[src/rtl/core/wavw_pkg.sv]
// Package: types, constants and conversion functions for the WAV PCM16 stream writer.
`timescale 1ns / 1ps
package wavw_pkg;

  localparam int unsigned SAMPLE_W  = 32;
  localparam int unsigned CH_W      = 16;
  localparam int unsigned RATE_W    = 31;
  localparam int unsigned FRAMES_W  = 31;
  localparam int unsigned CFG_IDX_W = 2;
  localparam int unsigned CFG_DAT_W = 31;
  localparam int unsigned POS_W     = 6;

  localparam logic [CFG_IDX_W-1:0] CFG_CHANNEL_COUNT = 2'd0;
  localparam logic [CFG_IDX_W-1:0] CFG_RATE_HZ       = 2'd1;
  localparam logic [CFG_IDX_W-1:0] CFG_FRAMES_TOTAL  = 2'd2;

  localparam logic [CH_W-1:0]     CH_RESET     = 16'd1;
  localparam logic [RATE_W-1:0]   RATE_RESET   = 31'd44100;
  localparam logic [FRAMES_W-1:0] FRAMES_RESET = 31'd0;

  localparam logic [30:0] MAX_SAMPLES = 31'h7FFF_FFFF;

  localparam logic [POS_W-1:0] HDR_LEN  = 6'd44;
  localparam logic [POS_W-1:0] LAST_POS = 6'd45;

  localparam logic [1:0] ST_OK      = 2'd0;
  localparam logic [1:0] ST_INVALID = 2'd1;
  localparam logic [1:0] ST_LARGE   = 2'd2;

  typedef enum logic [1:0] {
    PH_HDR,
    PH_STREAM,
    PH_DONE,
    PH_ERR
  } phase_t;

  typedef enum logic [1:0] {
    K_HDR,
    K_SMP,
    K_ERR
  } kind_t;

  typedef struct packed {
    kind_t       kind;
    logic [15:0] pcm;
    logic        end_f;
    logic [1:0]  status;
  } item_t;

  function automatic logic [15:0] to_pcm16(input logic [31:0] bits);
    logic [31:0] b;
    logic [7:0]  e;
    logic [23:0] m;
    logic [38:0] p;
    logic [24:0] q;
    logic        guard;
    logic        sticky;
    logic [7:0]  kk;
    logic [25:0] sum;
    logic [15:0] r;
    b = bits;
    if (b[30:23] == 8'hFF) b = '0;
    if (b[30:0] > 31'h3F80_0000) b[30:0] = 31'h3F80_0000;
    e = b[30:23];
    m = {1'b1, b[22:0]};
    r = '0;
    p = '0;
    q = '0;
    guard = 1'b0;
    sticky = 1'b0;
    kk = '0;
    sum = '0;
    if (e >= 8'd111) begin
      if (!b[31]) begin
        p = {m, 15'b0} - {15'b0, m};
        if (p[38]) begin
          q = {1'b0, p[38:15]};
          guard = p[14];
          sticky = |p[13:0];
          kk = 8'd135 - e;
        end else begin
          q = {1'b0, p[37:14]};
          guard = p[13];
          sticky = |p[12:0];
          kk = 8'd136 - e;
        end
        if (guard && (sticky || q[0])) q = q + 25'd1;
        sum = {1'b0, q} + (26'd1 << (kk - 8'd1));
        r = 16'(sum >> kk);
      end else begin
        kk = 8'd135 - e;
        sum = {2'b0, m} + (26'd1 << (kk - 8'd1));
        r = 16'd0 - 16'(sum >> kk);
      end
    end
    return r;
  endfunction

  function automatic logic [7:0] header_byte(
    input logic [POS_W-1:0] pos,
    input logic [CH_W-1:0]  ch,
    input logic [RATE_W-1:0] rate,
    input logic [31:0]      byte_rate,
    input logic [31:0]      data_bytes
  );
    logic [351:0] h;
    h = '0;
    h[31:0]    = 32'h4646_4952;
    h[63:32]   = data_bytes + 32'd36;
    h[95:64]   = 32'h4556_4157;
    h[127:96]  = 32'h2074_6D66;
    h[159:128] = 32'd16;
    h[175:160] = 16'd1;
    h[191:176] = ch;
    h[223:192] = {1'b0, rate};
    h[255:224] = byte_rate;
    h[271:256] = {ch[14:0], 1'b0};
    h[287:272] = 16'd16;
    h[319:288] = 32'h6174_6164;
    h[351:320] = data_bytes;
    return h[{pos, 3'b000} +: 8];
  endfunction

endpackage

[src/rtl/core/wavw_if.sv]
// Interfaces: sample input channel and byte result channel.
`timescale 1ns / 1ps
interface wavw_in_if;
  logic                            valid;
  logic                            ready;
  logic [wavw_pkg::SAMPLE_W-1:0]   sample_bits;
  modport source (output valid, output sample_bits, input ready);
  modport sink (input valid, input sample_bits, output ready);
endinterface

interface wavw_out_if;
  logic       valid;
  logic       ready;
  logic [7:0] out_byte;
  logic       run_last;
  logic       file_end;
  logic [1:0] status;
  modport source (output valid, output out_byte, output run_last, output file_end,
                  output status, input ready);
  modport sink (input valid, input out_byte, input run_last, input file_end,
                input status, output ready);
endinterface

[src/rtl/core/wav_pcm16_stream_writer.sv]
// Top level: RIFF/WAVE PCM16 byte stream writer from single-precision samples.
`timescale 1ns / 1ps
// One sample transaction yields two bytes; the first also yields the 44-byte header
// (46 bytes), and an invalid or oversized configuration yields one error byte. The
// one-byte output port paces the stream: the next sample is taken in the cycle the
// previous one's last byte leaves. Header fields and the sample limit come from the
// registers channel_count, rate_hz and frames_total.
module wav_pcm16_stream_writer (
  input  logic                                 clk,
  input  logic                                 rst_n,
  input  logic                                 cfg_we,
  input  logic [wavw_pkg::CFG_IDX_W-1:0]       cfg_idx,
  input  logic [wavw_pkg::CFG_DAT_W-1:0]       cfg_wdata,
  wavw_in_if.sink                              in_if,
  wavw_out_if.source                           out_if
);

  logic [wavw_pkg::CH_W-1:0]     ch_r;
  logic [wavw_pkg::RATE_W-1:0]   rate_r;
  logic [wavw_pkg::FRAMES_W-1:0] frames_r;
  logic [31:0]                   byte_rate_r;
  logic [31:0]                   data_r;

  wavw_pkg::phase_t phase_r, phase_nxt;
  logic [30:0]      done_r, done_nxt;
  logic             hv_r, hv_nxt;
  logic [wavw_pkg::POS_W-1:0] idx_r, idx_nxt;
  wavw_pkg::item_t  item_r, item_nxt;

  logic [46:0] prod;
  logic [30:0] limit;
  logic        last;
  logic        accept;
  logic [30:0] done_inc;

  assign prod  = 47'(ch_r) * 47'(frames_r);
  assign limit = (prod > 47'(wavw_pkg::MAX_SAMPLES)) ? wavw_pkg::MAX_SAMPLES : prod[30:0];
  assign done_inc = done_r + 31'd1;

  assign last = (item_r.kind == wavw_pkg::K_ERR) || (idx_r == wavw_pkg::LAST_POS);
  assign in_if.ready = !hv_r || (out_if.ready && last);
  assign accept = in_if.valid && in_if.ready;

  always_ff @(posedge clk) begin
    if (!rst_n) begin
      ch_r     <= wavw_pkg::CH_RESET;
      rate_r   <= wavw_pkg::RATE_RESET;
      frames_r <= wavw_pkg::FRAMES_RESET;
    end else if (cfg_we) begin
      unique case (cfg_idx)
        wavw_pkg::CFG_CHANNEL_COUNT: ch_r     <= cfg_wdata[wavw_pkg::CH_W-1:0];
        wavw_pkg::CFG_RATE_HZ:       rate_r   <= cfg_wdata[wavw_pkg::RATE_W-1:0];
        wavw_pkg::CFG_FRAMES_TOTAL:  frames_r <= cfg_wdata[wavw_pkg::FRAMES_W-1:0];
        default: ;
      endcase
    end
  end

  always_ff @(posedge clk) begin
    byte_rate_r <= 32'(48'(rate_r) * 48'({ch_r[14:0], 1'b0}));
    data_r      <= 32'({prod, 1'b0});
  end

  always_comb begin
    phase_nxt = phase_r;
    done_nxt  = done_r;
    hv_nxt    = hv_r;
    idx_nxt   = idx_r;
    item_nxt  = item_r;
    if (hv_r && out_if.ready) begin
      if (last) hv_nxt = 1'b0;
      else idx_nxt = idx_r + 6'd1;
    end
    if (accept) begin
      item_nxt.pcm    = wavw_pkg::to_pcm16(in_if.sample_bits);
      item_nxt.status = wavw_pkg::ST_OK;
      item_nxt.end_f  = (done_inc == limit);
      unique case (phase_r)
        wavw_pkg::PH_HDR: begin
          hv_nxt = 1'b1;
          if (ch_r == '0 || rate_r == '0 || frames_r == '0) begin
            item_nxt.kind   = wavw_pkg::K_ERR;
            item_nxt.status = wavw_pkg::ST_INVALID;
            item_nxt.end_f  = 1'b1;
            phase_nxt       = wavw_pkg::PH_ERR;
          end else if (prod > 47'(wavw_pkg::MAX_SAMPLES)) begin
            item_nxt.kind   = wavw_pkg::K_ERR;
            item_nxt.status = wavw_pkg::ST_LARGE;
            item_nxt.end_f  = 1'b1;
            phase_nxt       = wavw_pkg::PH_ERR;
          end else begin
            item_nxt.kind  = wavw_pkg::K_HDR;
            item_nxt.end_f = (limit == 31'd1);
            idx_nxt        = '0;
            done_nxt       = 31'd1;
            phase_nxt      = (limit == 31'd1) ? wavw_pkg::PH_DONE : wavw_pkg::PH_STREAM;
          end
        end
        wavw_pkg::PH_STREAM: begin
          if (done_r >= limit) begin
            phase_nxt = wavw_pkg::PH_DONE;
          end else begin
            hv_nxt        = 1'b1;
            item_nxt.kind = wavw_pkg::K_SMP;
            idx_nxt       = wavw_pkg::HDR_LEN;
            done_nxt      = done_inc;
            if (done_inc == limit) phase_nxt = wavw_pkg::PH_DONE;
          end
        end
        default: ;
      endcase
    end
  end

  always_ff @(posedge clk) begin
    if (!rst_n) begin
      phase_r <= wavw_pkg::PH_HDR;
      done_r  <= '0;
      hv_r    <= 1'b0;
      idx_r   <= '0;
    end else begin
      phase_r <= phase_nxt;
      done_r  <= done_nxt;
      hv_r    <= hv_nxt;
      idx_r   <= idx_nxt;
    end
  end

  always_ff @(posedge clk) begin
    item_r <= item_nxt;
  end

  always_comb begin
    if (item_r.kind == wavw_pkg::K_ERR) begin
      out_if.out_byte = 8'd0;
    end else if (idx_r < wavw_pkg::HDR_LEN) begin
      out_if.out_byte = wavw_pkg::header_byte(idx_r, ch_r, rate_r, byte_rate_r, data_r);
    end else if (idx_r == wavw_pkg::HDR_LEN) begin
      out_if.out_byte = item_r.pcm[7:0];
    end else begin
      out_if.out_byte = item_r.pcm[15:8];
    end
  end

  assign out_if.valid    = hv_r;
  assign out_if.run_last = last;
  assign out_if.file_end = last && item_r.end_f;
  assign out_if.status   = item_r.status;

  a_err_sticky: assert property (@(posedge clk) disable iff (!rst_n)
    phase_r == wavw_pkg::PH_ERR |=> phase_r == wavw_pkg::PH_ERR)
    else $error("error phase left before reset");

  a_smp_pos: assert property (@(posedge clk) disable iff (!rst_n)
    hv_r && item_r.kind == wavw_pkg::K_SMP |-> idx_r >= wavw_pkg::HDR_LEN)
    else $error("sample transaction points into header");

  a_done_quiet: assert property (@(posedge clk) disable iff (!rst_n)
    accept && (phase_r == wavw_pkg::PH_DONE || phase_r == wavw_pkg::PH_ERR) |=> !hv_r)
    else $error("result after file end");

  a_status_err: assert property (@(posedge clk) disable iff (!rst_n)
    hv_r && out_if.status != wavw_pkg::ST_OK |-> out_if.run_last && out_if.file_end)
    else $error("error result not final");

endmodule

[src/flat_wrapper.sv]
// flat-port wrapper written by rule: the top's interface ports become plain ports
module wav_pcm16_stream_writer_flat 
  (clk, rst_n, cfg_we, cfg_idx, cfg_wdata, in_if_valid, in_if_sample_bits, in_if_ready, out_if_valid, out_if_out_byte, out_if_run_last, out_if_file_end, out_if_status, out_if_ready);
  wavw_in_if in_if_i ();
  wavw_out_if out_if_i ();
  input  logic clk;
  input  logic rst_n;
  input  logic cfg_we;
  input  logic [wavw_pkg::CFG_IDX_W-1:0] cfg_idx;
  input  logic [wavw_pkg::CFG_DAT_W-1:0] cfg_wdata;
  input wire logic [$bits(in_if_i.valid)-1:0] in_if_valid;
  input wire logic [$bits(in_if_i.sample_bits)-1:0] in_if_sample_bits;
  output wire logic [$bits(in_if_i.ready)-1:0] in_if_ready;
  output wire logic [$bits(out_if_i.valid)-1:0] out_if_valid;
  output wire logic [$bits(out_if_i.out_byte)-1:0] out_if_out_byte;
  output wire logic [$bits(out_if_i.run_last)-1:0] out_if_run_last;
  output wire logic [$bits(out_if_i.file_end)-1:0] out_if_file_end;
  output wire logic [$bits(out_if_i.status)-1:0] out_if_status;
  input wire logic [$bits(out_if_i.ready)-1:0] out_if_ready;
  assign in_if_i.valid = in_if_valid;
  assign in_if_i.sample_bits = in_if_sample_bits;
  assign in_if_ready = in_if_i.ready;
  assign out_if_valid = out_if_i.valid;
  assign out_if_out_byte = out_if_i.out_byte;
  assign out_if_run_last = out_if_i.run_last;
  assign out_if_file_end = out_if_i.file_end;
  assign out_if_status = out_if_i.status;
  assign out_if_i.ready = out_if_ready;
  wav_pcm16_stream_writer u_core (.clk(clk), .rst_n(rst_n), .cfg_we(cfg_we), .cfg_idx(cfg_idx), .cfg_wdata(cfg_wdata), .in_if(in_if_i), .out_if(out_if_i));
endmodule
[config.mk]
export PLATFORM = sky130hd
export DESIGN_NAME = wav_pcm16_stream_writer_flat
export DESIGN_NICKNAME = d
export VERILOG_FILES = /design/src/rtl/core/wavw_pkg.sv /design/src/rtl/core/wavw_if.sv /design/src/rtl/core/wav_pcm16_stream_writer.sv /design/src/flat_wrapper.sv
export SDC_FILE = /design/constraint.sdc
export NUM_CORES = 2
export LEC_CHECK = 0
export ABC_AREA = 1
export BUFFER_PORTS_ARGS = -buffer_cell sky130_fd_sc_hd__buf_4
export CAP_MARGIN = 20
export CORE_MARGIN = 10
export CORE_UTILIZATION = 52
export DETAILED_ROUTE_END_ITERATION = 7
export PLACE_DENSITY_LB_ADDON = 0.3
export SLEW_MARGIN = 20
export SYNTH_ARGS = -nofsm -noshare
export SYNTH_HDL_FRONTEND = slang
export SYNTH_SLANG_ARGS = --single-unit
[constraint.sdc]
create_clock -name clk -period 11.75 [get_ports clk]
set_input_delay 1.175 -clock clk [delete_from_list [all_inputs] [get_ports clk]]
set_output_delay 1.175 -clock clk [all_outputs]
set_load 0.02 [all_outputs]
==> results.cfg <==
[clock_tree]
numCtsBuffers = 22
post_cts_buffers = 0
cts.reportedPaths.clkPinSlew_ps = 70
clock_latency_ps = 560
cts-root-buf = clkbuf_16
cts_tree = built
clock-sinks = 201
cts_htree_levels = 1
clockBufferDepth = 3

[synth]
synth_area_leaders = fa_1 30%, nand2_1 13%, inv_1 11%
synthFlopType = dfxtp_1
ys_top_cells_by_count = 1608 x nand2_1, 1365 x inv_1, 682 x fa_1
ys_types = 69
syn_inst = 6452
synth_area_sq_mm = 0.0449
yosysMostFrequentCell = nand2_1
synth_nets = 7485
synthArstFlopShare = 0
syn_area_per_cell_sq_um = 6.96
synth_edf_count = 21
netlist.area_leader.share = 0.304
ys_seq_elements = 201
synth_top_area_cell = fa_1
synth_warnings = 0
synth-seq-area-share = 0.0943

[worst_setup_path]
path_max_fanout = 44
cp-end-kind = flop
critPathRequiredTime_ps = 12190
cp-start-kind = flop
crit_type = reg2reg
rr_worst_depth = 45
critical_path.slowest_cell = dfxtp_1
worstPathArrival_ps = 11040
cp_slowest_stage_delay_ps = 790

[global_route]
grt_first_pass_wirelength_um = 218000
grt.total_usage = 0.269
antenna_found_initial = 1
grt.busiest_layer = met2
grt_pass1_vias = 41074
grt-ovfl-total = 0
grt_start_max_net_pins = 78
grt_util_met1 = 0.380
grtUsageMet3 = 0.0554
use_met2 = 0.422

[sta]
finalSetupTns_ps = 0
relSlewSlack = 0.217
fin_ws_ps = 1150
final-hold-violation-count = 0
min_period_ps = 10600
period_share = 0.902
rsz0062_at_grt = no
worst_pin_slew_ps = 1170
worst_hold_slack_ps = 521
final_max_slew_viol_count = 0
clock_skew_ps = 28.7
max_freq_mhz = 94.3
setup_viol = 0

[hold_path]
min_path_type = reg2reg
worstHoldPathCells = 2

[pwr]
ir_drop_mv = 0.0955
power.density_mw_per_mm2 = 79.9
cellLeakagePower_nw = 25.0
power.total_mw = 3.76

[die]
chipHeight_um = 314
die_w_um = 314
rows = 107
io_pins = 84
initial_core_util = 0.526
coreArea_sq_mm = 0.0854
die_area_sq_mm = 0.0985

[placed_design]
dp_hpwl_um = 106000
gp_congestion = 0.979
place.port_buffers = 83
place_worst_setup_slack_ps = 585

[status]
status = complete, no violations

[route]
vias = 41147
routed_via_density = 5.51
wire_per_inst_um = 17.7
drc = 0
finalWirelength_um = 132000
dr.pass1.iters = 6
postRouteAntennaNets = 0
drt_iter0_drc = 3952

[run]
maxCapViolCount = 0

[finish]
area_growth_pct = 4.89
drive_above_1_share = 0.0465
num_antenna_cells = 0
final_nets = 7341
## final cells by class
| type | count | area [sq um] |
|---|---|---|
| Multi-Input combinational cell | 4542 | 34200 |
| Clock inverter | 11 | 169 |
| Sequential cell | 201 | 4270 |
| Tap cell | 1144 | 1430 |
| Timing Repair Buffer | 152 | 1140 |
| Timing Repair inverter | 1 | 7.51 |
| Inverter | 1388 | 5210 |
| Clock buffer | 29 | 658 |
| Fill cell | 8405 | 38300 |
## cell usage in the layout (no fill, tap or decap), types with 11 or more instances in the layout
| cell | instances |
|---|---|
| dfxtp_2 | 12 |
| clkinv_1 | 11 |
| nor4_1 | 28 |
| edfxtp_1 | 21 |
| ha_1 | 281 |
| nand4_1 | 60 |
| xnor2_1 | 53 |
| nor2_1 | 433 |
| o211ai_1 | 33 |
| nand2_1 | 1608 |
| inv_2 | 12 |
| nor3_1 | 67 |
| dfxtp_1 | 163 |
| inv_1 | 1364 |
| a21oi_1 | 326 |
| nand3_1 | 235 |
| a211oi_1 | 22 |
| fa_1 | 682 |
| a31oi_1 | 24 |
| clkbuf_16 | 23 |
| mux2i_1 | 17 |
| o21ai_0 | 311 |
| xor2_1 | 142 |
| o221ai_1 | 22 |
| buf_4 | 152 |
| o21ai_1 | 28 |
| or2_2 | 32 |
## worst max-delay path: cells and delay by family, from the launching register on
| family | cells | cell delay [ps] |
|---|---|---|
| xor gates and xnor gates | 1 | 230 |
| buffers and inverters | 9 | 1280 |
| and+or+nand+nor | 12 | 1650 |
| adders and majority gates | 8 | 3700 |
| DFF | 1 | 790 |
| AOI/OAI and AO/OA | 15 | 2810 |
## final timing paths
kind	endpoint	from	slack, ps
max	u_core.done_r[30]$_SDFFE_PN0P_	u_core.frames_r[9]$_SDFFE_PN0P_	1150
min	u_core.done_r[26]$_SDFFE_PN0P_	u_core.done_r[26]$_SDFFE_PN0P_	520
max reg2reg	u_core.done_r[30]$_SDFFE_PN0P_	u_core.frames_r[9]$_SDFFE_PN0P_	1150
min reg2reg	u_core.done_r[26]$_SDFFE_PN0P_	u_core.done_r[26]$_SDFFE_PN0P_	520
## state kept, by name (all words and copies together) (netlist names)
signal,count
u_core.byte_rate_r,31
u_core.data_r,31
u_core.done_r,31
u_core.frames_r,31
u_core.rate_r,31
u_core.item_r,19
u_core.ch_r,16
u_core.idx_r,6
u_core.out_if.status,2
u_core.phase_r,2
u_core.out_if.valid,1
## kinds of logic after synthesis
logic type / after synthesis / synth area share
buffers and inverters: 1709 / 0.144
AO/OA/AOI/OAI: 853 / 0.107
multiplexers: 17 / 0.00379
flip-flops: 201 / 0.0943
XOR/XNOR: 198 / 0.0391
adder cells (fa/ha/maj): 963 / 0.382
AND/OR/NAND/NOR: 2511 / 0.229
## layer usage
layer  routed length [um]  vias up
met1                57300    19762
met2                58100     1828
met4                 3000        0
li1                     -    19353
met3                13800      204
met5                    0        -
## through the flow
step | utilization | area (sq um) | cells
2_1_floorplan | - | 44900 | 6452
3_3_place_gp | 0.541 | 46200 | 7427
3_5_place_dp | 0.541 | 46200 | 7427
4_1_cts | 0.551 | 47100 | 7467
5_1_grt | 0.551 | 47100 | 7468
6_report | 0.551 | 47100 | 7468
## power by group
group	total, mW	internal [mW]	switching, mW
clock network	0.817	0.484	0.333
logic	1.97	0.676	1.30
registers	0.973	0.815	0.158
total	3.76	1.98	1.79
## repair_timing
| item | in CTS | in global routing |
|---|---|---|
| hold buffers | 0 | 0 |
| gates resized for setup | 0 | 9 |
| setup endpoints to repair | 0 | 20 |
No activity file was read; power rests on OpenSTA's default activity.
